### src/rtl/core/cse_pkg.sv
// Shared constants and types for the counting sort engine.
package cse_pkg;

    // Default key width in bits (signed keys)
    localparam int CSE_KEY_BITS   = 10;
    // Default largest batch that is counted
    localparam int CSE_MAX_ITEMS  = 64;
    // Width of one histogram bin
    localparam int CSE_CNT_BITS   = 7;
    // Default depth of the queue between front and back
    localparam int CSE_FIFO_DEPTH = 4;

    // Per-item flags carried through the queue
    typedef struct packed {
        logic last;      // final key of the batch
        logic counted;   // key goes into the histogram
        logic overflow;  // batch has dropped a key so far
    } cse_qflags_t;

endpackage

### src/rtl/core/cse_in_if.sv
// Key input channel: valid/ready handshake with key and last flag.
interface cse_in_if #(
    parameter int KEY_BITS = cse_pkg::CSE_KEY_BITS
);
    logic                       valid;
    logic                       ready;
    logic signed [KEY_BITS-1:0] key;
    logic                       last;

    modport source (output valid, output key, output last, input ready);
    modport sink   (input valid, input key, input last, output ready);
endinterface

### src/rtl/core/cse_front.sv
// Front part: accepts keys, maps them to bins and decides counted or dropped.
module cse_front #(
    parameter int KEY_BITS  = cse_pkg::CSE_KEY_BITS,
    parameter int MAX_ITEMS = cse_pkg::CSE_MAX_ITEMS,
    parameter int QW        = 16
) (
    input  logic          clk,
    input  logic          rst_n,
    cse_in_if.sink        keys,
    input  logic          clear_busy,
    output logic          q_valid,
    input  logic          q_ready,
    output logic [QW-1:0] q_data
);
    localparam int ITEM_BITS = $clog2(MAX_ITEMS + 1);

    logic [ITEM_BITS-1:0] items_reg;
    logic                 ovf_reg;
    logic                 accept;
    logic                 counted;
    logic [ITEM_BITS-1:0] total;
    logic                 ovf;
    logic [KEY_BITS-1:0]  bin;
    cse_pkg::cse_qflags_t flags;

    // No keys while the histogram is being cleared
    assign keys.ready = q_ready && !clear_busy;
    assign accept     = keys.valid && keys.ready;
    assign q_valid    = keys.valid && !clear_busy;

    // Classify: counted while the batch has room
    assign counted = (items_reg < ITEM_BITS'(MAX_ITEMS));
    assign total   = counted ? items_reg + 1'b1 : items_reg;
    assign ovf     = ovf_reg || !counted;

    // Bin index: offset binary, so unsigned order equals signed order
    assign bin = {~keys.key[KEY_BITS-1], keys.key[KEY_BITS-2:0]};

    assign flags.last     = keys.last;
    assign flags.counted  = counted;
    assign flags.overflow = ovf;
    assign q_data         = {flags, total, bin};

    // Batch bookkeeping, restarts after the last key
    always_ff @(posedge clk or negedge rst_n)
    begin
        if (!rst_n)
        begin
            items_reg <= '0;
            ovf_reg   <= 1'b0;
        end
        else if (accept)
        begin
            if (keys.last)
            begin
                items_reg <= '0;
                ovf_reg   <= 1'b0;
            end
            else
            begin
                items_reg <= total;
                ovf_reg   <= ovf;
            end
        end
    end
endmodule

### src/flat_wrapper.sv
// flat-port wrapper written by rule: the top's interface ports become plain ports
module cse_front_flat 
#(
    parameter int KEY_BITS  = cse_pkg::CSE_KEY_BITS,
    parameter int MAX_ITEMS = cse_pkg::CSE_MAX_ITEMS,
    parameter int QW        = 16
)
  (clk, rst_n, clear_busy, q_valid, q_ready, q_data, keys_valid, keys_key, keys_last, keys_ready);
  cse_in_if #(.KEY_BITS(KEY_BITS)) keys_i ();
  input  logic clk;
  input  logic rst_n;
  input  logic clear_busy;
  output logic q_valid;
  input  logic q_ready;
  output logic [QW-1:0] q_data;
  input wire logic [$bits(keys_i.valid)-1:0] keys_valid;
  input wire logic [$bits(keys_i.key)-1:0] keys_key;
  input wire logic [$bits(keys_i.last)-1:0] keys_last;
  output wire logic [$bits(keys_i.ready)-1:0] keys_ready;
  assign keys_i.valid = keys_valid;
  assign keys_i.key = keys_key;
  assign keys_i.last = keys_last;
  assign keys_ready = keys_i.ready;
  cse_front #(.KEY_BITS(KEY_BITS), .MAX_ITEMS(MAX_ITEMS), .QW(QW)) u_core (.clk(clk), .rst_n(rst_n), .keys(keys_i), .clear_busy(clear_busy), .q_valid(q_valid), .q_ready(q_ready), .q_data(q_data));
endmodule
### config.mk
export PLATFORM = sky130hd
export DESIGN_NAME = cse_front_flat
export DESIGN_NICKNAME = d
export VERILOG_FILES = /design/src/rtl/core/cse_pkg.sv /design/src/rtl/core/cse_in_if.sv /design/src/rtl/core/cse_front.sv /design/src/flat_wrapper.sv
export SDC_FILE = /design/constraint.sdc
export NUM_CORES = 1
export LEC_CHECK = 0
export BUFFER_PORTS_ARGS = -buffer_cell sky130_fd_sc_hd__buf_4
export CAP_MARGIN = 5
export CORE_MARGIN = 1.5
export CORE_UTILIZATION = 40
export CTS_CLUSTER_DIAMETER = 200
export DETAILED_ROUTE_END_ITERATION = 16
export PLACE_DENSITY = 0.76
export SLEW_MARGIN = 20
export SYNTH_ARGS = -nofsm -noshare
export SYNTH_HDL_FRONTEND = slang
export SYNTH_SLANG_ARGS = --single-unit
### constraint.sdc
create_clock -name clk -period 1.3 [get_ports clk]
set_input_delay 0.195 -clock clk [delete_from_list [all_inputs] [get_ports clk]]
set_output_delay 0.195 -clock clk [all_outputs]
set_load 0.01 [all_outputs]
Word level (Yosys, flattened, before mapping)
Index checks and enable logic that the tools add are counted.
Cells by class
  reductions and logical operators: 6
  muxes and demuxes: 2
  equal/unequal tests: 0
  bitwise gates (word level): 1
  $add $sub $neg: 1
  multiply operators: 0
  $lt $le $gt $ge: 1
  shifts and indexed selects: 0
  div/mod/pow operators: 0
Operator list (count)
  2-to-1 mux 7 bit: 2
  adder 7 x 1 -> 7 bit (second input constant): 1
  less-than comparator 7 bit (second input constant): 1
  logical AND 1 bit: 3
  AND reduction 2 bit: 1
  nonzero test 2 bit: 1
  logical NOT 1 bit: 1
  NOT 1 bit: 1
Storage, ports and cells
  bits in read-only memories: 0
  RAM bits: 0
  input bits: 16
  output and inout port bits: 18
  flip-flop bits (word level): 7
  memories kept: 0
  latch bits: 0

Depth between registers and ports, before layout
Gate-level depths: netlist of the first run.
  word-level depth: 4
  depth in mapped cells: 4
  depth with buffers taken out: 4

Worst setup path after synthesis of the first run
No wires, ideal clock.
  path kind: flip-flop to output port
  from: reg u_core.items_reg[6]
  to: out q_data[15]
  setup slack: 0.075 ns
  cell stages (with the launch flop): 4
  data required time: 1.105 ns
  arrival time: 1.030 ns
  cells stage by stage: dfrtp_1 and4b_1 nand3_2 xnor2_1
Between the ends
  word-level cells in the longest chain between the ends: 2
RTL lines
  start: declaration: line cse_front.sv:17  | logic [ITEM_BITS-1:0] items_reg;
  start signal: assignment: line cse_front.sv:61  | items_reg <= total;
  less-than comparator 7 bit: line cse_front.sv:32  | assign counted = (items_reg < ITEM_BITS'(MAX_ITEMS));
  2-to-1 mux 7 bit: line cse_front.sv:33  | assign total = counted ? items_reg + 1'b1 : items_reg;
  end: declaration: line flat_wrapper.sv:15  | output logic [QW-1:0] q_data;
No other way between the ends. The select of a mux whose other input is x is not followed.

Final worst setup path of the first run
Ends and elaborated chain as after synthesis.

==> results by group, run 1 <==
Finish
  – Antenna Cells: 0
  – Highest-count cells in the layout ignoring fill and taps: buf_4 (21), dfrtp_1 (7), nand2_1 (5)
  – Commonest non-fill, non-tap cell in the layout: buf_4
  – Final nets: 92
  – Synth-to-layout area growth: 40.14%
  – Register area: 175.2 sq um
  – Ratio of cells with drive above 1 in the final layout: 0.4865
  – Number of fillers in the final layout: 95
  – Multi-input logic area: 322.8 sq um
  – Finished Layout Cells: 88
  – Largest register FFs: 7

Clock network
  – CTS root buf: clkbuf_4
  – H-tree depth reported by CTS: 1
  – CTS sink cnt: 7
  – Longest Clk Path Bufs: 2
  – Worst-path clk slew: 50 ps
  – Skew-Pair Late Insertion Delay: 250 ps
  – Num CTS Buffers: 3
  – TritonCTS clock tree: yes

Routing
  – ANT nets after route: 0
  – Final WL: 1256 microns
  – Vias/cell: 5.250
  – Wire length per cell: 14.27 microns
  – Routed vias: 462
  – Drc violations: 0
  – Drt pass-1 iters: 4
  – Initial drt markers: 13

Timing
  – Tcrit/Tclk final: 1.187
  – Fin crit period: 1543 ps
  – Hold Fails Final Rpt: 0
  – Max Slew Vio Count: 0
  – Minimum hold slack: 166.8 ps
  – Final Worst Setup Slack: -242.7 ps
  – Fmax achieved: 648.2 MHz
  – Worst Clk Skew: 4.349 ps
  – Max_slew headroom: 0.8244
  – Final setup violation count: 9
  – RSZ-0062 raised after global routing: yes
  – Tightest Pin Transition: 263.4 ps

Die
  – Rows: 12
  – Core footprint: 1171 sq um
  – Initial Util: 0.4551
  – Die footprint: 1561 sq um
  – Chip height: 39.51 microns
  – Die width: 39.51 microns
  – I/O pin count: 34

Synth
  – Post-synth top area cell: dfrtp_1
  – Cell Area, Synth: 533.0 sq um
  – Synth Area in Compound Gates: 0.1315
  – Mux cell area share after synthesis: 0.02113
  – Sequential area share after synthesis: 0.3286
  – Largest family of logic cells by synthesized area: simple AND/OR/NAND/NOR gates
  – Post-Synth XOR/XNOR Area: 0.08216
  – Syn Nets: 72
  – Post-Synth Adder-Cell Area: 0.02347
  – Main area contributors after synthesis: dfrtp_1 (33%), buf_4 (13%), xnor2_1 (8.2%)
  – Cells after synthesis: 55
  – Avg Inst Size Synth: 9.691 sq um
  – Share of the synthesized area in the top cell type: 0.3286
  – #FFs+latches synth: 7
  – YS warnings: 0
  – Post-synthesis simple-gate area fraction: 0.2723
  – Yosys cell types: 25

Power
  – Worst VDD drop: 498.9 uV
  – Net Sw Frac: 0.2855
  – PwrDens: 980.9 nW/um^2
  – Internal Pwr Total: 0.0005235 W
  – NetSw: 0.0002092 W
  – Clock share of power: 0.267
  – Flop pwr share: 0.351
  – Leakage: 0.3445 nW
  – Gate power share: 0.382

Setup path
  – Worst setup path start: u_core.items_reg[6]
  – R2R Path Start: u_core.items_reg[0]
  – Arrival @ worst endpoint: 1350 ps
  – Slowest cell on the critical path: dfrtp_1
  – CP Launch Type: flip-flop
  – CP max FO: 4
  – Crit path cell chain: and4b_1 > nand3_2 > xnor2_1 > buf_4
  – CP Class: reg -> out
  – CP required: 1110 ps
  – CP endpoint kind: output pin
  – Max incr delay on CP: 390 ps

Run status
  – Failing checks: negative setup slack
  – Status: finished with violations

GRT
  – Met1 Use GR: 0.1759
  – First-pass GRT wire length: 1711 microns
  – Met3 Usage GRT: 0.09091
  – GRT overflow: 0
  – Largest net degree at the start of global routing: 8
  – Vias in the first global route: 408
  – Met2 Usage GRT: 0.2828
  – Initial antenna violation count: 0
  – Most used routing layer: met2
  – GRT Total Usage: 0.1738

Placed design
  – HPWL after DPL: 779.4 microns
  – GPL Wtd Cong: 0.7505
  – Port buffer count: 15
  – Post-Place Cells: 77

Min path
  – Worst Hold Launch: keys_last
  – Hold Path Class: in -> reg

Flow run
  – Maximum Capacitance Violations: 0
## final cells by class
| type | instances | area share |
|---|---|---|
| sequential | 7 | 0.2345 |
| multi-input combinational | 37 | 0.4322 |
| tap | 14 | 0.02345 |
| clock buffer | 4 | 0.03518 |
| inverter | 1 | 0.005025 |
| timing repair buffer | 25 | 0.2697 |
## stage by stage
stage	setup slack (ps)	util	TNS [ps]	total power (W)	cell area, sq um
floorplan	75.36	-	0	0.0003719	533.0
CTS	-258.1	0.5748	-1164	0.0006512	673.1
detailed placement	7.513	0.5246	0	0.0004367	614.3
global route	-362.7	0.6378	-2095	0.0007899	747.0
global placement	28.51	0.5246	0	0.0004311	614.3
finish	-242.7	0.6378	-1439	0.0007327	747.0
## power groups by stage
| stage | Clock [W] | Sequential, W | Combinational (W) |
|---|---|---|---|
| after floorplan | 0 | 0.000260 | 0.000112 |
| after global placement | 0 | 0.000261 | 0.000170 |
| after detailed placement | 0 | 0.000263 | 0.000174 |
| after CTS | 0.000201 | 0.000256 | 0.000194 |
| after global routing | 0.000231 | 0.000258 | 0.000301 |
| final | 0.000195 | 0.000257 | 0.000280 |
## synth_stat cells
library cell / instances
a221o_1: 1
and4b_2: 1
and2b_1: 1
and4bb_2: 1
nor4b_2: 1
nand2_1: 5
and4b_1: 1
mux2_2: 1
nand4b_1: 2
nand2b_1: 1
inv_1: 1
xnor2_1: 5
nor2b_1: 2
nor2_1: 2
ha_1: 1
nand3b_1: 1
clkbuf_1: 1
a41oi_1: 1
and3b_1: 1
buf_4: 9
a21oi_1: 1
o21ai_0: 4
nand3_2: 1
a22o_1: 3
dfrtp_1: 7
## path summary, 6_finish.rpt
check / endpoint / slack, ps / cells after the start
worst max-delay path: q_data[15] / -240 / 4
worst min-delay path: u_core.items_reg[6] / 170 / 2
worst max register to register: u_core.items_reg[5] / -100 / 6
worst min register to register: u_core.items_reg[4] / 640 / 1
max in group asynchronous: u_core.items_reg[0] / 890 / 2
min in group asynchronous: u_core.items_reg[2] / 290 / 2
## per-layer routing
| layer | vias to the layer above | wire length [microns] |
|---|---|---|
| li1 | 228 | - |
| met1 | 213 | 504 |
| met2 | 17 | 646 |
| met3 | 4 | 87 |
| met4 | 0 | 18 |
| met5 | - | 0 |
## what timing repair did
action,in CTS,in global routing
setup buffers,3,3
resized for setup,0,10
hold buffers,1,0
endpoints found under the setup margin,6,9
pin swaps,0,5
endpoints found under the hold margin,7,0
## cell families after synthesis
group / after synthesis
XOR/XNOR: 5
adder cells (fa/ha/maj): 1
AND/OR/NAND/NOR: 20
buffers and inverters: 11
flip-flops: 7
multiplexers: 1
AO/OA/AOI/OAI: 10
## worst max-delay path, delay by kind of cell (launching register included)
| kind | cells | cell delay [ps] |
|---|---|---|
| and+or+nand+nor | 2 | 410 |
| DFF | 1 | 390 |
| xor gates and xnor gates | 1 | 160 |
| buffers and inverters | 1 | 140 |
Power figures use the tool's default switching activity.
==> run 2, diff against run 1 <==
--- a/config.mk
+++ b/config.mk
@@ -7,10 +7,11 @@
 export LEC_CHECK = 0
 export BUFFER_PORTS_ARGS = -buffer_cell sky130_fd_sc_hd__buf_4
 export CAP_MARGIN = 5
-export CORE_MARGIN = 1.5
-export CORE_UTILIZATION = 40
+export CORE_AREA = 2 2 39 41
+export CTS_BUF_LIST = sky130_fd_sc_hd__clkbuf_4 sky130_fd_sc_hd__clkbuf_8
 export CTS_CLUSTER_DIAMETER = 200
 export DETAILED_ROUTE_END_ITERATION = 16
+export DIE_AREA = 0 0 41 43
 export PLACE_DENSITY = 0.76
 export SLEW_MARGIN = 20
 export SYNTH_ARGS = -nofsm -noshare
==> results by group, run 2 (same netlist as run 1, synthesis figures left out) <==
Setup path
  – Max incr delay on CP: 400 ps (about the same)
  – Crit path cell chain: and4b_1 > nand3_2 > xnor2_1 > buf_4
  – CP Class: reg -> out
  – CP max FO: 4 (unchanged)
  – R2R Path Start: u_core.items_reg[6]
  – Arrival @ worst endpoint: 1330 ps (-20 ps)
  – Reg-to-Reg End: u_core.items_reg[5]
  – Slowest cell on the critical path: dfrtp_1
  – CP endpoint kind: output pin
  – CP required: 1110 ps (about the same)
  – Reg2reg path depth: 4 (-2)
  – CP Launch Type: flip-flop
  – FF-to-FF setup slack: 10 ps (+110 ps)

Clock network
  – H-tree depth reported by CTS: 1 (unchanged)
  – CTS sink cnt: 7 (unchanged)
  – Num CTS Buffers: 3 (unchanged)
  – Skew-Pair Late Insertion Delay: 250 ps (about the same)
  – Worst-path clk slew: 50 ps (about the same)
  – CTS root buf: clkbuf_4
  – Longest Clk Path Bufs: 2 (unchanged)
  – TritonCTS clock tree: yes

Finish
  – Number of fillers in the final layout: 127 (+34%)
  – Ratio of cells with drive above 1 in the final layout: 0.5342 (+0.04776)
  – Commonest non-fill, non-tap cell in the layout: buf_4
  – Highest-count cells in the layout ignoring fill and taps: buf_4 (18), nand2_1 (5), buf_6 (5), dfrtp_1 (5), clkbuf_4 (4)
  – Largest register FFs: 7 (unchanged)
  – Post-Layout Inst Area: 764.5 sq um (+2.3%)
  – Finished Layout Cells: 89 (+1.1%)
  – Synth-to-layout area growth: 43.43%
  – Antenna Cells: 0 (unchanged)
  – Final nets: 91 (-1.1%)

Routing
  – DR top layer: met4
  – Routed vias: 475 (+2.8%)
  – Met2 WL: 663 microns (+2.6%)
  – Wire length per cell: 13.91 microns (-2.5%)
  – Drt pass-1 iters: 4 (unchanged)
  – Met1 WL: 485 microns (-3.8%)
  – Final WL: 1238 microns (-1.4%)
  – ANT nets after route: 0 (unchanged)
  – Vias/cell: 5.337 (+1.7%)
  – Drc violations: 0 (unchanged)
  – Routed wl met3: 82 microns (-5.7%)
  – Initial drt markers: 4 (-9)

GRT
  – GRT Total Usage: 0.1443 (-0.02946)
  – GRT overflow: 0 (unchanged)
  – Vias in the first global route: 412 (+0.98%)
  – First-pass GRT wire length: 1725 microns (+0.82%)
  – Largest net degree at the start of global routing: 8 (unchanged)
  – Initial antenna violation count: 0 (unchanged)

Die
  – Rows: 14 (+2)
  – Die width: 41 microns (+3.8%)
  – Die footprint: 1763 sq um (+13%)
  – I/O pin count: 34 (unchanged)
  – Core footprint: 1384 sq um (+18%)
  – Initial Util: 0.3852 (-0.06996)
  – Chip height: 43 microns (+8.8%)

Power
  – Leakage: 0.3381 nW (-1.8%)
  – PwrDens: 958.8 nW/um^2 (-2.3%)
  – Worst VDD drop: 483.8 uV (-3.0%)

Placed design
  – HPWL after DPL: 857.7 microns (+10%)
  – GPL Wtd Cong: 0.7334 (-2.3%)
  – Port buffer count: 15 (unchanged)
  – Post-placement cell area: 616.8 sq um (+0.41%)
  – Post-Place Cells: 79 (+2.6%)
  – Post-Place Setup Slack: 8.591 ps (+1.079 ps)

Timing
  – Max Slew Vio Count: 0 (unchanged)
  – Tcrit/Tclk final: 1.170 (-0.01696)
  – Max_slew headroom: 0.8384 (+0.01398)
  – Final setup violation count: 6 (-3)
  – Worst Clk Skew: 0.2261 ps (-4.123 ps)
  – Hold Fails Final Rpt: 0 (unchanged)
  – RSZ-0062 raised after global routing: yes
  – Fin crit period: 1521 ps (-22.05 ps)
  – Fmax achieved: 657.6 MHz (+1.5%)
  – Final Worst Setup Slack: -220.6 ps (+22.05 ps)
  – Tightest Pin Transition: 242.5 ps (-20.97 ps)

Flow run
  – Maximum Capacitance Violations: 0 (unchanged)

Min path
  – Cells on Worst Hold Path: 2 (unchanged)
  – Worst Hold End: u_core.items_reg[6]
  – Hold Path Class: in -> reg
  – Worst Hold Launch: keys_last

Run status
  – Failing checks: negative setup slack
  – Status: finished with violations
-- run 2: repair_timing --
item | CTS | global route
pin swaps | 2 | 6
hold buffers | 1 | 0
endpoints found under the setup margin | 6 | 9
buffers inserted | 2 | 4
endpoints found under the hold margin | 7 | 0
gates resized for setup | 2 | 13
-- run 2: area by class of cell --
type                    count  area [sq um]  area share
well taps                  16         20.02     0.02619
inverters                   1         3.754    0.004910
clock buffers               4         30.03     0.03928
flip-flops and latches      7         177.7      0.2324
multi-input cells          37         331.6      0.4337
repair buffers             24         201.4      0.2635
-- run 2: worst max-delay path, delay by kind of cell, from the launching register on --
kind                   cells  cell delay, ps
flip-flops                 1             400
buffers and inverters      1             140
AND/OR/NAND/NOR            2             390
XOR/XNOR                   1             150
-- run 2: per-layer routing --
layer  vias up  global-route usage
li1        228                   -
met1       233              0.1569
met2        12              0.2375
met3         2             0.07853
met4         0             0.02667
met5         -                   0
-- run 2: how the worst max path moves through the flow --
stage / start / endpoint / slack, ps
2_1_floorplan: u_core.items_reg[6] / q_data[15] / 80
3_3_place_gp: u_core.items_reg[0] / q_data[11] / 30
6_report: u_core.items_reg[6] / q_data[15] / -220
4_1_cts: u_core.items_reg[1] / q_data[11] / -250
5_1_grt: u_core.items_reg[6] / q_data[15] / -290
3_5_place_dp: u_core.items_reg[0] / q_data[11] / 9
-- run 2: metrics by stage --
step                       power, W  hold slack, ps  utilization  TNS [ps]
after floorplan           0.0003719          -100.6            -         0
after global placement    0.0004348           10.73       0.4458         0
after detailed placement  0.0004434           14.10       0.4458         0
after CTS                 0.0006627           164.2       0.4901    -993.5
after global routing      0.0007727           167.9       0.5524     -1374
final                     0.0007330           169.3       0.5524    -992.7
-- run 2: where the power goes --
| group | internal [W] | switching, W |
|---|---|---|
| sequential | 0.000240 | 0.0000291 |
| clock | 0.000138 | 0.0000760 |
| combinational | 0.000150 | 0.000100 |
| total | 0.000528 | 0.000205 |
==> run 3, diff against run 2 <==
--- a/config.mk
+++ b/config.mk
@@ -12,6 +12,7 @@
 export CTS_CLUSTER_DIAMETER = 200
 export DETAILED_ROUTE_END_ITERATION = 16
 export DIE_AREA = 0 0 41 43
+export GPL_TIMING_DRIVEN = 0
 export PLACE_DENSITY = 0.76
 export SLEW_MARGIN = 20
 export SYNTH_ARGS = -nofsm -noshare
==> constraint.sdc (replaced) <==
create_clock -name clk -period 1.3 [get_ports clk]
set_input_delay 0.195 -clock clk [delete_from_list [all_inputs] [get_ports clk]]
set_output_delay 0.195 -clock clk [all_outputs]
set_load 0.1 [all_outputs]
==> results by group, run 3 (same netlist as run 1, synthesis figures left out) <==
Run status
  – Status: finished with violations
  – Failing checks: negative setup slack

Clock network
  – Num CTS Buffers: 3 (unchanged)
  – CTS sink cnt: 7 (unchanged)
  – Longest Clk Path Bufs: 2 (unchanged)
  – H-tree depth reported by CTS: 1 (unchanged)
  – TritonCTS clock tree: yes
  – Worst-path clk slew: 60 ps (about the same)
  – Skew-Pair Late Insertion Delay: 260 ps (about the same)
  – CTS root buf: clkbuf_4

Finish
  – Commonest non-fill, non-tap cell in the layout: buf_4
  – Synth-to-layout area growth: 101.6%
  – Number of fillers in the final layout: 88 (-31%)
  – Largest register FFs: 7 (unchanged)
  – Ratio of cells with drive above 1 in the final layout: 0.7053 (+0.1710)
  – Highest-count cells in the layout ignoring fill and taps: buf_4 (32), buf_12 (6), buf_6 (6), xnor2_4 (5)
  – Final nets: 113 (+24%)
  – Antenna Cells: 0 (unchanged)
  – Finished Layout Cells: 111 (+25%)

GRT
  – GRT Total Usage: 0.1968 (+0.05247)
  – Vias in the first global route: 523 (+27%)
  – Largest net degree at the start of global routing: 8 (unchanged)
  – GRT overflow: 0 (unchanged)
  – First-pass GRT wire length: 2283 microns (+32%)
  – Initial antenna violation count: 0 (unchanged)

Timing
  – Setup TNS: -2279 ps (-1286 ps)
  – Tcrit/Tclk final: 1.353 (+0.1835)
  – Max_slew headroom: 0.7661 (-0.07230)
  – Final Worst Setup Slack: -459.2 ps (-238.6 ps)
  – Fin crit period: 1759 ps (+238.6 ps)
  – Tightest Pin Transition: 350.9 ps (+108.5 ps)
  – Fmax achieved: 568.4 MHz (-14%)
  – Final setup violation count: 8 (+2)
  – Hold Fails Final Rpt: 0 (unchanged)
  – Worst Clk Skew: 6.768 ps (+6.542 ps)
  – Max Slew Vio Count: 0 (unchanged)
  – RSZ-0062 raised after global routing: yes

Routing
  – Wire length per cell: 13.86 microns (-0.33%)
  – Drt pass-1 iters: 2 (-2)
  – Final WL: 1539 microns (+24%)
  – Initial drt markers: 6 (+2)
  – Vias/cell: 5.054 (-5.3%)
  – Drc violations: 0 (unchanged)
  – ANT nets after route: 0 (unchanged)
  – Routed vias: 561 (+18%)

Placed design
  – Post-Place Cells: 95 (+20%)
  – HPWL after DPL: 961.6 microns (+12%)
  – Port buffer count: 24 (+9)
  – GPL Wtd Cong: 0.7314 (-0.27%)

Die
  – Die footprint: 1763 sq um (unchanged)
  – Initial Util: 0.3852 (unchanged)
  – Rows: 14 (unchanged)
  – Core footprint: 1384 sq um (unchanged)
  – Die width: 41 microns (unchanged)
  – I/O pin count: 34 (unchanged)
  – Chip height: 43 microns (unchanged)

Setup path
  – Arrival @ worst endpoint: 1560 ps (+230 ps)
  – CP Class: reg -> out
  – CP max FO: 3 (-1)
  – CP Launch Type: flip-flop
  – CP required: 1110 ps (about the same)
  – CP endpoint kind: output pin

Power
  – Leakage: 0.5069 nW (+50%)
  – PwrDens: 1173 nW/um^2 (+22%)
  – Worst VDD drop: 1049 uV (+120%)
  – Final Total Pwr: 0.001261 W (+72%)

Min path
  – Hold Path Class: in -> reg

Flow run
  – Maximum Capacitance Violations: 0 (unchanged)
## run 3: changes by cell type in the layout (fill, tap and decap cells not counted), sizes merged
cell and delta:
buf +21, clkbuf +1
## run 3: what timing repair did
item,4_1_cts,5_1_grt
pin swaps,5,4
resized for setup,24,11
hold buffers,1,0
setup endpoints to repair,9,8
buffers inserted,9,3
hold endpoints to repair,7,0
## run 3: cell type report
cell class	count	area [sq um]	area share
Buffer	10	71.32	0.06636
Inverter	1	3.754	0.003492
Tap cell	16	20.02	0.01863
Multi-Input combinational cell	37	399.1	0.3714
Sequential cell	7	180.2	0.1676
Clock buffer	4	30.03	0.02794
Timing Repair Buffer	36	370.4	0.3446
## run 3: through the flow
| stage | setup slack, ps | util | area [sq um] | hold slack (ps) |
|---|---|---|---|---|
| finish | -459.2 | 0.7767 | 1075 | 153.8 |
| global route | -534.7 | 0.7767 | 1075 | 143.0 |
| CTS | -427.2 | 0.7378 | 1021 | 138.7 |
| detailed placement | -312.9 | 0.5931 | 820.8 | 15.21 |
| global placement | -301.6 | 0.5931 | 820.8 | 13.70 |
| floorplan | -410.1 | - | 620.6 | -100.6 |
## run 3: final timing paths
| path | slack, ps | endpoint | cells past startpoint | from |
|---|---|---|---|---|
| worst max-delay path | -460 | q_data[15] | 5 | u_core.items_reg[1] |
| worst min-delay path | 150 | u_core.items_reg[6] | 2 | keys_last |
| worst max register to register | -190 | u_core.items_reg[5] | 5 | u_core.items_reg[1] |
| worst min register to register | 610 | u_core.items_reg[6] | 2 | u_core.items_reg[6] |
| max in group asynchronous | 880 | u_core.items_reg[2] | 2 | rst_n |
| min in group asynchronous | 280 | u_core.items_reg[6] | 2 | rst_n |
## run 3: critical path: stages (launching register included)
cell and delay [ps]:
dfrtp_1 380, buf_4 140, and4b_1 250, nand3_2 160, xnor2_4 190, buf_12 190
## run 3: layer usage
layer | share of wire | track usage
met3 | 0.082 | 0.1204
met2 | 0.53 | 0.2875
met5 | 0 | 0
met4 | 0.018 | 0.04000
met1 | 0.37 | 0.2418
## run 3: power by group
part	switching (W)	total, W	leakage (nW)	internal, W
combinational	0.000477	0.000766	0.403	0.000289
sequential	0.0000301	0.000269	0.0853	0.000238
clock	0.0000873	0.000226	0.0184	0.000138
total	0.000595	0.00126	0.507	0.000666
