--- config.mk ---
export PLATFORM = sky130hd
export DESIGN_NAME = cse_fifo
export DESIGN_NICKNAME = d
export VERILOG_FILES = /design/src/rtl/core/cse_pkg.sv /design/src/rtl/core/cse_fifo.sv
export SDC_FILE = /design/constraint.sdc
export NUM_CORES = 1
export LEC_CHECK = 0
export ABC_AREA = 1
export BUFFER_PORTS_ARGS = -buffer_cell sky130_fd_sc_hd__buf_2
export CELL_PAD_IN_SITES_DETAIL_PLACEMENT = 0
export CELL_PAD_IN_SITES_GLOBAL_PLACEMENT = 1
export CORE_MARGIN = 5
export CORE_UTILIZATION = 51
export DETAILED_ROUTE_END_ITERATION = 6
export PLACE_DENSITY = 0.87
export RECOVER_POWER = 50
export SETUP_SLACK_MARGIN = 0.4
export SYNTH_ARGS = -nofsm -noshare
export SYNTH_HDL_FRONTEND = slang
export SYNTH_SLANG_ARGS = --single-unit
--- constraint.sdc ---
create_clock -name clk -period 2.7 [get_ports clk]
set_input_delay 0.27 -clock clk [delete_from_list [all_inputs] [get_ports clk]]
set_output_delay 0.27 -clock clk [all_outputs]
set_load 0.03 [all_outputs]
--- src/rtl/core/cse_pkg.sv ---
// Shared constants and types for the counting sort engine.
package cse_pkg;

    // Default key width in bits (signed keys)
    localparam int CSE_KEY_BITS   = 10;
    // Default largest batch that is counted
    localparam int CSE_MAX_ITEMS  = 64;
    // Width of one histogram bin
    localparam int CSE_CNT_BITS   = 7;
    // Default depth of the queue between front and back
    localparam int CSE_FIFO_DEPTH = 4;

    // Per-item flags carried through the queue
    typedef struct packed {
        logic last;      // final key of the batch
        logic counted;   // key goes into the histogram
        logic overflow;  // batch has dropped a key so far
    } cse_qflags_t;

endpackage

--- src/rtl/core/cse_fifo.sv ---
// Small register queue between the front and back parts.
module cse_fifo #(
    parameter int WIDTH = 16,
    parameter int DEPTH = cse_pkg::CSE_FIFO_DEPTH
) (
    input  logic             clk,
    input  logic             rst_n,
    input  logic             push_valid,
    output logic             push_ready,
    input  logic [WIDTH-1:0] push_data,
    output logic             pop_valid,
    input  logic             pop_ready,
    output logic [WIDTH-1:0] pop_data
);
    localparam int PTR_BITS = (DEPTH > 1) ? $clog2(DEPTH) : 1;
    localparam int CNT_BITS = $clog2(DEPTH + 1);

    logic [WIDTH-1:0]    slots_reg [DEPTH];
    logic [PTR_BITS-1:0] wr_ptr_reg;
    logic [PTR_BITS-1:0] rd_ptr_reg;
    logic [CNT_BITS-1:0] count_reg;
    logic                push_fire;
    logic                pop_fire;

    assign push_ready = (count_reg != CNT_BITS'(DEPTH));
    assign pop_valid  = (count_reg != '0);
    assign pop_data   = slots_reg[rd_ptr_reg];
    assign push_fire  = push_valid && push_ready;
    assign pop_fire   = pop_valid && pop_ready;

    // Storage, no reset needed
    always_ff @(posedge clk)
    begin
        if (push_fire)
        begin
            slots_reg[wr_ptr_reg] <= push_data;
        end
    end

    // Pointers and fill count
    always_ff @(posedge clk or negedge rst_n)
    begin
        if (!rst_n)
        begin
            wr_ptr_reg <= '0;
            rd_ptr_reg <= '0;
            count_reg  <= '0;
        end
        else
        begin
            if (push_fire)
            begin
                wr_ptr_reg <= (wr_ptr_reg == PTR_BITS'(DEPTH - 1)) ? '0
                                                                  : wr_ptr_reg + 1'b1;
            end
            if (pop_fire)
            begin
                rd_ptr_reg <= (rd_ptr_reg == PTR_BITS'(DEPTH - 1)) ? '0
                                                                  : rd_ptr_reg + 1'b1;
            end
            if (push_fire && !pop_fire)
            begin
                count_reg <= count_reg + 1'b1;
            end
            else if (pop_fire && !push_fire)
            begin
                count_reg <= count_reg - 1'b1;
            end
        end
    end
endmodule

# [After elaboration in Yosys (flattened, before gate mapping)]
# Memory sizes are Yosys's and may differ from the RTL's.
# Cells that the tools add are included.
[word_totals] regBits=7 latch_bits=0 mem_bits_rw=64 mem_bits_ro=0 in_bits=20 out_inout_bits=18 word_cells=25 mem_count=1
[classes] n_addsub=4 multipliers=0 div_mod_pow=0 magnitude_cmp=0 eq_ne=3 shift=0 mux=6 bitwise_logic=0 reduce_logical=8
[memory_table] name="slots_reg" words=4 word_bits=16 rd=1 rd_ports_with_merged_regs=0 wr=1 line="cse_fifo.sv:18" rtl="logic [WIDTH-1:0] slots_reg [DEPTH];"
[op_table] cell="$mux W3" count=2
[op_table] cell="$add A2 B1 Y2 const B" count=2
[op_table] cell="$eq A2 B2 Y1 const B" count=2
[op_table] cell="$logic_and A1 B1 Y1" count=4
[op_table] cell="$mux W2" count=2
[op_table] cell="$add A3 B1 Y3 const B" count=1
[op_table] cell="$ne A3 B3 Y1 const B" count=1
[op_table] cell="$reduce_bool A3 Y1" count=1
[op_table] cell="$sub A3 B1 Y3 const B" count=1
[op_table] cell="$logic_not A1 Y1" count=2
[op_table] cell="$mux W1" count=2
[op_table] cell="$reduce_bool A2 Y1" count=1

# [Depth between registers and ports, before layout]
# Gate-level depths: netlist of the first run.
[logic_depth] ltp_word=6 ltp_mapped=12 ltp_nobuf=12

# [Worst setup path after synthesis of the first run]
# OpenSTA, ideal clock, no wires.
[synth_path] kind="register -> register" startpoint="register count_reg[0]" endpoint="memory slots_reg[0][0] (enable)" setup_ns=0.389 t_arrival_ns=1.499 t_required_ns=2.311 path_slack_ns=0.813 path_stages_with_launch=5 path_buffers=0 synth_period_minus_slack_ns=1.887 path_cell_list="dfrtp_1 inv_2 nand3_2 nand2_2 nor2_1"
[synth_between] elab_chain_len=4
[synth_lines] item="start: declaration" line="cse_fifo.sv:21" rtl="logic [CNT_BITS-1:0] count_reg;"
[synth_lines] item="start signal: assignment" line="cse_fifo.sv:63" rtl="count_reg <= count_reg + 1'b1;"
[synth_lines] item="start signal: assignment" line="cse_fifo.sv:67" rtl="count_reg <= count_reg - 1'b1;"
[synth_lines] item="$ne A3 B3 Y1" line="cse_fifo.sv:25" rtl="assign push_ready = (count_reg != CNT_BITS'(DEPTH));"
[synth_lines] item="net push_ready" line="cse_fifo.sv:9" rtl="output logic push_ready,"
[synth_lines] item="$logic_and A1 B1 Y1" line="cse_fifo.sv:28" rtl="assign push_fire = push_valid && push_ready;"
[synth_lines] item="$mux W1" line="cse_fifo.sv:34" rtl="if (push_fire)"
[synth_lines] item="$mux W1 (not written as such)" line="cse_fifo.sv:36" rtl="slots_reg[wr_ptr_reg] <= push_data;"
[synth_lines] item="end: declaration" line="cse_fifo.sv:18"
# The timed path passes the listed nets, and every way through them passes these cells.

# [Worst setup path after layout of the first run]
[layout_path] startpoint="register count_reg[0]" endpoint="memory slots_reg[0][13] (enable)"
[layout_between] elab_chain_len=4
[layout_lines] item="$ne A3 B3 Y1" line="cse_fifo.sv:25"
[layout_lines] item="$logic_and A1 B1 Y1" line="cse_fifo.sv:28"
[layout_lines] item="$mux W1" line="cse_fifo.sv:34"
[layout_lines] item="$mux W1 (not written as such)" line="cse_fifo.sv:36"
# Every way passes these cells.

==> results of run 1 <==
Yosys cell counts:
library cell   n  area, µm²
inv_2          4       15.0
clkinv_4       1       8.76
buf_2          2       10.0
o211ai_2      23        288
buf_6          3       33.8
buf_12         3       60.1
nand3_2        2       20.0
nor2_1         6       22.5
edfxtp_1      64       1920
ha_1           6       75.1
nand3_1        5       25.0
nand4_1        1       6.26
buf_8          1       15.0
buf_4          1       7.51
dfrtp_1        7        175
fa_1           1       20.0
nand2_1       37        139
inv_1         41        154
xnor2_1        1       8.76
nand2_2       26        163
o21ai_0        1       5.00
o211ai_1       9       67.6
placed cells by master, fill, tap and decap left out, types with 5 or more instances in the layout:
master | netlist | final
o211ai_1 | 9 | 9
clkbuf_8 | 0 | 9
nand3_1 | 5 | 6
nand2_2 | 26 | 25
dfrtp_1 | 7 | 6
clkbuf_1 | 0 | 20
buf_2 | 2 | 18
o211ai_2 | 23 | 23
edfxtp_1 | 64 | 64
ha_1 | 6 | 6
inv_1 | 41 | 42
nand2_1 | 37 | 38
buf_4 | 1 | 5
timing repair:
action                                  CTS  global route
endpoints found under the setup margin    0             0
hold buffers                              1             0
endpoints found under the hold margin     7             0
routing by layer:
metal	share of wire	wire length [µm]	GRT usage	up-vias
li1	-	-	-	920
met1	0.45	2560	0.198	877
met2	0.49	2800	0.235	36
met3	0.044	252	0.0509	9
met4	0.017	96	0.0655	0
met5	0	0	0	-
where the power goes:
| group | switching [µW] | internal [µW] |
|---|---|---|
| combinational | 1190 | 573 |
| sequential | 192 | 1460 |
| clock | 392 | 513 |
| total | 1780 | 2550 |
through the flow:
step	setup slack (ns)	cell area [µm²]	hold WS, ns
final	0.474	3660	0.186
after global routing	0.237	3660	0.183
after CTS	0.550	3690	0.127
after detailed placement	0.857	3470	0.120
after global placement	0.948	3470	0.122
after floorplan	0.813	3240	-0.0256
worst max-delay path, stage by stage, from the launching register on:
cell,delay [ns]
dfrtp_1,0.42
inv_1,0.09
nand3_1,0.14
nand2_1,0.23
nor2_2,0.14
clkbuf_1,0.82
cells by family after synthesis:
family | after synthesis | share of synthesized area
AOI/OAI and AO/OA | 33 | 0.111
buffers and inverters | 56 | 0.0938
and+or+nand+nor | 77 | 0.116
DFF | 71 | 0.647
adders and majority gates | 7 | 0.0293
xor gates and xnor gates | 1 | 0.00270
path summary, 6_finish.rpt:
kind,startpoint,endpoint,slack [ns]
min in group asynchronous,rst_n,rd_ptr_reg[1]$_DFFE_PN0P_,0.36
hold / removal,pop_ready,rd_ptr_reg[1]$_DFFE_PN0P_,0.19
hold reg to reg,count_reg[2]$_DFFE_PN0P_,count_reg[2]$_DFFE_PN0P_,0.54
setup / recovery,count_reg[0]$_DFFE_PN0P_,slots_reg[0][13]$_DFFE_PP_,0.47
max in group asynchronous,rst_n,rd_ptr_reg[0]$_DFFE_PN0P_,2.02
setup reg to reg,count_reg[0]$_DFFE_PN0P_,slots_reg[0][13]$_DFFE_PP_,0.47
final cells by class:
| cell class | count | area [µm²] | area share |
|---|---|---|---|
| clock inverter | 6 | 86.3 | 0.0236 |
| timing repair buffer | 45 | 233 | 0.0636 |
| multi-input combinational | 118 | 842 | 0.230 |
| clock buffer | 9 | 124 | 0.0339 |
| tap | 77 | 96.3 | 0.0263 |
| inverter | 46 | 178 | 0.0486 |
| sequential | 71 | 2100 | 0.574 |
==> out/results.tsv, run 1 <==
stage	metric	value	unit
sta	clock_skew	0.0101	ns
clock_tree	cts_resized	0	
logic_synthesis	synth-seq-area-share	0.647	
critical_path	crit_type	reg2reg	
logic_synthesis	syn_nets	272	
cells_and_area	drive_above_1_share	0.329	
job	max_cap_violations	0	
cells_and_area	area_growth	12.9	%
sta	slew-limit-headroom	0.266	
floorplan	die_area	8050	µm²
global_route	grt_pass1_vias	1936	
critical_path	worst-endpoint-arrival	2.19	ns
clock_tree	clock_latency_late_sink	0.35	ns
worst_hold_path	hold_path_depth	3	
power	power.static_leakage	0.00149	µW
sta	timing.final.max_slew_violations	0	
placement	hpwlAfterDp	3780	µm
drt	vias	1842	
logic_synthesis	postSynthCellCount	245	
floorplan	start_util	0.516	
clock_tree	cts-root-to-sink-buffers	2	
global_route	grt_antenna_before_repair	0	
floorplan	floorplan.die.width	89.7	µm
cells_and_area	largest_register_ffs	64	
placement	dpl.cell_count	356	
cells_and_area	design.final.nets	318	
drt	routedWlPerCell	15.3	µm
sta	fin_setup_tns	0	ns
critical_path	critPathLaunchType	register	
global_route	grt_remaining_overflow	0	
global_route	grtUsageTotal	0.153	
clock_tree	tritoncts.num_buffers	9	
clock_tree	clock-sinks	71	
global_route	grt_pass1_wl	9580	µm
cells_and_area	share_of_the_core_filled_with_cells_in_the_final_layout	0.583	
drt	viasPerCell	4.95	
worst_hold_path	min-delay-path-class	in2reg	
drt	detail_route.first_pass.iterations	4	
logic_synthesis	yosysWarnings	0	
clock_tree	path_clk_slew	0.07	ns
logic_synthesis	ys_types	22	
sta	worst_tran_pin_value	1.10	ns
logic_synthesis	synth_seq_cells	71	
sta	final_min_period_over_clock_period	0.824	
drt	antenna_left	0	
sta	hold_fails_final_rpt	0	
clock_tree	clock_tree.htree_level_count	3	
floorplan	die_h	89.7	µm
cells_and_area	fill_cells	517	
floorplan	placementRows	29	
logic_synthesis	synthesis.area	3240	µm²
critical_path	worst_endpoint_required_time	2.66	ns
logic_synthesis	post_synth.cell_area_avg	13.2	µm²
drt	initialDrtViolationCount	77	
power	vdd_drop_max	605	µV
placement	global_placement_routability_congestion	0.678	
placement	portBuffers	37	
power	power_per_cell_area	1180	nW/µm²
clock_tree	clockRootBuffer	clkbuf_8	
power	power	4320	µW
sta	grt_setup_unrepaired	no	
sta	timing.final.crit_period	2.23	ns
critical_path	end_kind	register	
global_route	grt_start_max_net_pins	32	
sta	total_setup_violations_reported_at_the_end_of_the_flow	0	
clock_tree	post_cts_buffers	0	
cells_and_area	layoutNonFillerInstCount	372	
drt	drc	0	
clock_tree	tritoncts_clock_tree	built	
status	run_status	completed	
critical_path	r2r.worst_path.cells	5	
floorplan	floorplan_core_area	6280	µm²
sta	clock.fmax	0.449	GHz
floorplan	io-pin-count	38	
critical_path	path_max_fanout	16	
drt	route.final.wire_length	5710	µm
cells_and_area	antennaDiodeCount	0	
Power figures use the tool's default switching activity.
==> run 2: changes to the inputs <==
--- a/config.mk
+++ b/config.mk
@@ -5,14 +5,14 @@
 export SDC_FILE = /design/constraint.sdc
 export NUM_CORES = 1
 export LEC_CHECK = 0
-export ABC_AREA = 1
+export ABC_AREA = 0
 export BUFFER_PORTS_ARGS = -buffer_cell sky130_fd_sc_hd__buf_2
 export CELL_PAD_IN_SITES_DETAIL_PLACEMENT = 0
 export CELL_PAD_IN_SITES_GLOBAL_PLACEMENT = 1
 export CORE_MARGIN = 5
-export CORE_UTILIZATION = 51
+export CORE_UTILIZATION = 49
 export DETAILED_ROUTE_END_ITERATION = 6
-export PLACE_DENSITY = 0.87
+export PLACE_DENSITY = 0.81
 export RECOVER_POWER = 50
 export SETUP_SLACK_MARGIN = 0.4
 export SYNTH_ARGS = -nofsm -noshare
==> constraint.sdc (replaced) <==
create_clock -name clk -period 2.2 [get_ports clk]
set_input_delay 0.22 -clock clk [delete_from_list [all_inputs] [get_ports clk]]
set_output_delay 0.22 -clock clk [all_outputs]
set_load 0.03 [all_outputs]
==> run 2 against run 1 <==
Die area fell by 10%. Sequential cell count did not move. Via count shrank 28%. Critical path depth is 1 higher. Total power is 20% higher. Critical path type unchanged. Critical endpoint is now count_reg[1]$_DFFE_PN0P_.
==> out/results.tsv, run 2 <==
stage	metric	value	unit
status	run_status	completed	
drt	routedWlPerCell	18.5	µm
sta	timing.final.crit_period	2.06	ns
critical_path	worstSetupEndpoint	count_reg[1]$_DFFE_PN0P_	
floorplan	io-pin-count	38	
drt	met2WireLength	2530	µm
logic_synthesis	synth_commonest_cells	edfxtp_1 (64), mux4_2 (16), dfrtp_1 (7)	
placement	global_placement_routability_congestion	0.754	
cells_and_area	layout_common_cells	edfxtp_1 (64), clkbuf_1 (21), buf_6 (18)	
sta	final_min_period_over_clock_period	0.935	
drt	drc	0	
floorplan	floorplan.die.width	84.9	µm
clock_tree	clock_tree.htree_level_count	3	
logic_synthesis	adder_cell_area_share_of_the_yosys_netlist	0.0346	
logic_synthesis	ys_types	18	
clock_tree	path_clk_slew	0.07	ns
sta	slew-limit-headroom	0.701	
sta	timing.final.max_slew_violations	0	
clock_tree	clock-sinks	71	
cells_and_area	finalInstanceArea	3470	µm²
cells_and_area	fill_cells	400	
critical_path	path_max_fanout	4	
clock_tree	cts-root-to-sink-buffers	2	
critical_path	r2r_start	count_reg[0]$_DFFE_PN0P_	
logic_synthesis	post_synth_and_or_nand_nor_area_fraction	0.0264	
global_route	grt_pass1_wl	7870	µm
sta	worst_tran_pin_value	0.449	ns
drt	viasPerCell	5.14	
global_route	grt_remaining_overflow	0	
power	switching_power	1700	µW
sta	clock_skew	0.00848	ns
critical_path	critical_path.reg2reg.endpoint	count_reg[1]$_DFFE_PN0P_	
power	power_per_cell_area	1490	nW/µm²
drt	maxUsedRoutingLayer	met4	
critical_path	worst_endpoint_required_time	2.41	ns
drt	route.final.wire_length	4800	µm
cells_and_area	layout.cells.most_common	edfxtp_1	
global_route	grt_pass1_vias	1521	
logic_synthesis	synth-compound-area-share	0	
floorplan	die_h	84.9	µm
power	seqPwrFrac	0.385	
floorplan	start_util	0.503	
logic_synthesis	yosys.cell_count.top_type	edfxtp_1	
drt	initialDrtViolationCount	92	
cells_and_area	drive_above_1_share	0.428	
critical_path	crit_type	reg2reg	
cells_and_area	seqCellArea	2100	µm²
drt	antenna_left	0	
sta	final_hold_slack	0.150	ns
cells_and_area	design.final.nets	209	
clock_tree	tritoncts_clock_tree	built	
power	clkPwrFrac	0.185	
cells_and_area	largest_register_ffs	64	
sta	hold_fails_final_rpt	0	
sta	total_setup_violations_reported_at_the_end_of_the_flow	0	
cells_and_area	antennaDiodeCount	0	
logic_synthesis	netlist_top_cells_area	edfxtp_1 (70%), mux4_2 (13%), dfrtp_1 (6.4%)	
global_route	grt_start_max_net_pins	19	
critical_path	worst-endpoint-arrival	2.27	ns
drt	met3_length	258	µm
cells_and_area	area_growth	26.0	%
worst_hold_path	min-delay-path-class	in2reg	
floorplan	die_area	7210	µm²
sta	grt_setup_unrepaired	yes	
power	power	5170	µW
logic_synthesis	synth_ff_type	edfxtp_1	
logic_synthesis	post_synth.cell_area_avg	22.9	µm²
logic_synthesis	synth-seq-area-share	0.762	
drt	route.layer.met1.wl	1920	µm
critical_path	end_kind	register	
logic_synthesis	post-synth-top-area-fraction	0.698	
power	power.internal	3470	µW
power	p_comb_frac	0.430	
logic_synthesis	synth_xor_area_frac	0.00955	
critical_path	critPathLaunchType	register	
logic_synthesis	synthesis.area	2750	µm²
logic_synthesis	main_combinational_cell_family_by_area_after_synthesis	multiplexers	
power	power.static_leakage	0.00124	µW
logic_synthesis	synth_seq_cells	71	
placement	portBuffers	37	
logic_synthesis	number_of_synthesized_flops_with_an_enable_pin	64	
floorplan	placementRows	27	
clock_tree	clockRootBuffer	clkbuf_8	
global_route	grtUsageTotal	0.148	
logic_synthesis	synth_mux_area_frac	0.154	
global_route	grt_antenna_before_repair	0	
logic_synthesis	yosysWarnings	0	
sta	fin_setup_tns	0	ns
logic_synthesis	postSynthCellCount	120	
cells_and_area	area_used_by_multi_input_combinational_logic	632	µm²
logic_synthesis	synth.largest_area_cell	edfxtp_1	
clock_tree	clock_latency_late_sink	0.33	ns
drt	detail_route.first_pass.iterations	4	
logic_synthesis	async_reset_ff_frac	0.0986	
placement	hpwlAfterDp	2810	µm
logic_synthesis	syn_nets	147	
critical_path	r2r.worst_path.cells	6	
critical_path	worst_setup_sp	count_reg[0]$_DFFE_PN0P_	
critical_path	worst-r2r-setup-slack	0.14	ns
drt	vias	1332	
clock_tree	tritoncts.num_buffers	9	
placement	dpl-instance-area	3030	µm²
power	vdd_drop_max	852	µV
sta	clock.fmax	0.486	GHz
job	max_cap_violations	0	
floorplan	floorplan_core_area	5470	µm²
power	power.share.switching	0.329	
[run 2: changes by cell type after synthesis, sizes merged, moves of 4 or more]
cell	previous run	this run
nand2	63	1
inv	45	3
o211ai	32	0
mux4	0	16
nand3	7	0
buf	10	4
mux2	0	5
and3	0	4
[run 2: area by class of cell]
class / instances / area share
clock inverters: 5 / 0.0141
repair buffers: 55 / 0.131
inverters: 3 / 0.00325
clock buffers: 11 / 0.0379
flip-flops and latches: 71 / 0.605
well taps: 72 / 0.0260
multi-input cells: 42 / 0.182
[run 2: cell families after synthesis]
group | Yosys count
xor+xnor | 3
mux | 21
simple gates | 11
buf+inv | 7
fa+ha+maj | 7
flops | 71
[run 2: critical path, stage by stage (launching register included)]
cell,delay [ns]
dfrtp_1,0.42
or3b_4,0.41
and2_4,0.15
ha_1,0.21
inv_2,0.07
fa_2,0.42
mux2_2,0.27
[run 2: worst min path at each step]
| stage | start | to | cells past startpoint |
|---|---|---|---|
| 2_1_floorplan | rst_n | count_reg[0]$_DFFE_PN0P_ | 0 |
| 3_3_place_gp | rst_n | count_reg[1]$_DFFE_PN0P_ | 1 |
| 3_5_place_dp | rst_n | count_reg[2]$_DFFE_PN0P_ | 1 |
| 4_1_cts | push_data[2] | slots_reg[2][2]$_DFFE_PP_ | 1 |
| 5_1_grt | push_data[2] | slots_reg[1][2]$_DFFE_PP_ | 1 |
| 6_report | push_data[15] | slots_reg[2][15]$_DFFE_PP_ | 1 |
[run 2: power groups by stage]
stage	logic [µW]	clock network [µW]	registers [µW]
final	2220	955	1990
after detailed placement	1660	0	2010
after floorplan	1330	0	1910
after global placement	1640	0	1990
after global routing	2380	1040	2020
after CTS	2110	969	2000
[run 2: timing repair]
item | 4_1_cts | 5_1_grt
endpoints found under the hold margin | 7 | 0
pin swaps | 4 | 2
gates resized for setup | 29 | 22
gates cloned | 2 | 0
setup endpoints to repair | 18 | 18
buffers inserted | 9 | 5
hold buffers | 1 | 0
[run 2: layer usage]
metal  track usage  vias up
met5             0        -
met2         0.239       35
met4        0.0863        0
li1              -      612
met1         0.174      675
met3        0.0485       10
[run 2: stage by stage]
step / instances / setup WS (ns) / util
after detailed placement: 226 / 0.138 / 0.553
after CTS: 254 / 0.219 / 0.626
final: 259 / 0.142 / 0.633
after global placement: 226 / 0.211 / 0.553
after floorplan: 120 / 0.163 / -
after global routing: 259 / 0.0855 / 0.633
==> run 3: changes to the inputs <==
--- a/config.mk
+++ b/config.mk
@@ -5,14 +5,14 @@
 export SDC_FILE = /design/constraint.sdc
 export NUM_CORES = 1
 export LEC_CHECK = 0
-export ABC_AREA = 0
+export ABC_AREA = 1
 export BUFFER_PORTS_ARGS = -buffer_cell sky130_fd_sc_hd__buf_2
 export CELL_PAD_IN_SITES_DETAIL_PLACEMENT = 0
 export CELL_PAD_IN_SITES_GLOBAL_PLACEMENT = 1
 export CORE_MARGIN = 5
-export CORE_UTILIZATION = 49
+export CORE_UTILIZATION = 47
 export DETAILED_ROUTE_END_ITERATION = 6
-export PLACE_DENSITY = 0.81
+export PLACE_DENSITY = 0.82
 export RECOVER_POWER = 50
 export SETUP_SLACK_MARGIN = 0.4
 export SYNTH_ARGS = -nofsm -noshare
==> run 3 against run 2 <==
Core utilization fell by 8.3 points. Clock skew decreased by 0.0016 ns. First-iteration DRC count grew 5.4%. Final area rose by 7.3%.
==> out/results.tsv, run 3 (same netlist as run 1, synthesis figures left out) <==
stage	metric	value	unit
sta	timing.final.crit_period	1.84	ns
placement	hpwlAfterDp	3240	µm
floorplan	die_area	8660	µm²
global_route	grt_antenna_before_repair	0	
clock_tree	tritoncts.num_buffers	9	
clock_tree	path_clk_slew	0.07	ns
sta	worst_tran_pin_value	0.462	ns
critical_path	slowest_delay	0.43	ns
cells_and_area	layout.cells.most_common	edfxtp_1	
power	power.share.switching	0.411	
placement	dpl-instance-area	3480	µm²
power	vdd_drop_max	714	µV
critical_path	timing.critical_path.cells	inv_1, nand3_1, nand2_4, inv_2, ha_2, inv_1, fa_2, nand2_1, o21ai_0	
drt	antenna_left	0	
clock_tree	clock_latency_late_sink	0.33	ns
sta	grt_setup_unrepaired	no	
critical_path	path_max_fanout	4	
global_route	grt_pass1_vias	1777	
power	p_comb_frac	0.450	
cells_and_area	largest_register_ffs	64	
clock_tree	clock-sinks	71	
cells_and_area	finalInstanceArea	3720	µm²
sta	hold_fails_final_rpt	0	
global_route	grt_pass1_wl	8450	µm
power	switching_power	2170	µW
floorplan	floorplan.die.width	93.0	µm
placement	global_placement_routability_congestion	0.743	
cells_and_area	fill_cells	579	
critical_path	end_kind	register	
critical_path	cp_common_cell	inv_1	
critical_path	worst-endpoint-arrival	2.06	ns
critical_path	timing.critical_path.slowest_stage_cell	fa_2	
clock_tree	cts-root-to-sink-buffers	2	
sta	final_min_period_over_clock_period	0.836	
power	power.internal	3120	µW
cells_and_area	drive_above_1_share	0.351	
global_route	grt_remaining_overflow	0	
floorplan	start_util	0.480	
drt	route.final.wire_length	5530	µm
clock_tree	clockRootBuffer	clkbuf_8	
power	seqPwrFrac	0.368	
drt	drc	0	
clock_tree	tritoncts_clock_tree	built	
sta	clock.fmax	0.544	GHz
job	max_cap_violations	0	
cells_and_area	layout_common_cells	edfxtp_1 (64), inv_1 (42), nand2_1 (36)	
cells_and_area	antennaDiodeCount	0	
placement	portBuffers	37	
cells_and_area	design.final.nets	324	
floorplan	placementRows	30	
drt	initialDrtViolationCount	97	
drt	detail_route.first_pass.iterations	4	
floorplan	floorplan_core_area	6760	µm²
clock_tree	clock_tree.htree_level_count	3	
status	run_status	completed	
power	power_per_cell_area	1420	nW/µm²
power	power.static_leakage	0.00151	µW
cells_and_area	area_growth	14.8	%
floorplan	io-pin-count	38	
critical_path	crit_type	reg2reg	
critical_path	worst-r2r-setup-slack	0.36	ns
worst_hold_path	min-delay-path-class	in2reg	
sta	fin_setup_tns	0	ns
critical_path	worst_endpoint_required_time	2.42	ns
drt	viasPerCell	4.80	
drt	vias	1835	
floorplan	die_h	93.0	µm
sta	total_setup_violations_reported_at_the_end_of_the_flow	0	
sta	clock_skew	0.00692	ns
power	clkPwrFrac	0.182	
global_route	grtUsageTotal	0.130	
global_route	grt_start_max_net_pins	68	
critical_path	critPathLaunchType	register	
sta	timing.final.max_slew_violations	0	
sta	slew-limit-headroom	0.692	
drt	routedWlPerCell	14.5	µm
[run 3: changes by cell type in the layout (fill, tap and decap cells not counted), moves of 15 or more]
cell,before,now
nand2_1,0,36
inv_1,2,42
mux4_2,16,0
nand2_2,0,26
buf_6,18,0
o211ai_2,0,23
buf_2,3,18
[run 3: path summary, 6_finish.rpt]
check | start | endpoint | depth (start not counted)
setup / recovery | count_reg[0]$_DFFE_PN0P_ | count_reg[1]$_DFFE_PN0P_ | 9
hold / removal | push_data[15] | slots_reg[1][15]$_DFFE_PP_ | 1
setup reg to reg | count_reg[0]$_DFFE_PN0P_ | count_reg[1]$_DFFE_PN0P_ | 9
hold reg to reg | count_reg[0]$_DFFE_PN0P_ | count_reg[0]$_DFFE_PN0P_ | 1
max in group asynchronous | rst_n | rd_ptr_reg[1]$_DFFE_PN0P_ | 2
min in group asynchronous | rst_n | count_reg[2]$_DFFE_PN0P_ | 2
[run 3: routing by layer]
layer	up-vias	share of wire	wire (µm)	global-route usage
met5	-	0	0	0
met4	0	0.019	105	0.0659
met3	7	0.036	198	0.0378
met2	29	0.51	2800	0.214
met1	869	0.44	2420	0.155
li1	930	-	-	-
[run 3: timing repair]
item | CTS | global route
setup buffers | 0 | 5
gates resized for setup | 1 | 6
endpoints found under the setup margin | 16 | 12
cloned | 0 | 1
hold endpoints to repair | 7 | 0
hold buffers | 1 | 0
pin swaps | 0 | 2
[run 3: worst max-delay path, delay by kind of cell, from the launching register on]
kind | cells | cell delay [ns]
fa+ha+maj | 2 | 0.60
flops | 1 | 0.42
simple gates | 3 | 0.39
buf+inv | 3 | 0.22
compound gates | 1 | 0.07
[run 3: layout make-up]
| class | count | area [µm²] | area share |
|---|---|---|---|
| tap | 80 | 100 | 0.0269 |
| clock inverter | 4 | 46.3 | 0.0124 |
| sequential | 71 | 2100 | 0.564 |
| multi-input combinational | 118 | 857 | 0.230 |
| clock buffer | 12 | 135 | 0.0363 |
| inverter | 46 | 178 | 0.0478 |
| timing repair buffer | 51 | 304 | 0.0817 |
[run 3: metrics by stage]
step / util / worst slack, ns / power (µW) / hold slack (ns) / cells
after floorplan: - / 0.369 / 3840 / -0.0756 / 245
after global placement: 0.516 / 0.464 / 4230 / 0.0641 / 359
after detailed placement: 0.516 / 0.401 / 4280 / 0.0616 / 359
after CTS: 0.544 / 0.401 / 5240 / 0.0836 / 376
after global routing: 0.551 / 0.235 / 5660 / 0.130 / 382
final: 0.551 / 0.361 / 5300 / 0.141 / 382
[run 3: power groups by stage]
stage          clock, µW  sequential [µW]  combinational, µW
5_1_grt             1060             1970               2630
3_3_place_gp           0             1960               2260
3_5_place_dp           0             1980               2300
6_report             964             1950               2380
4_1_cts              987             1950               2310
2_1_floorplan          0             1930               1910
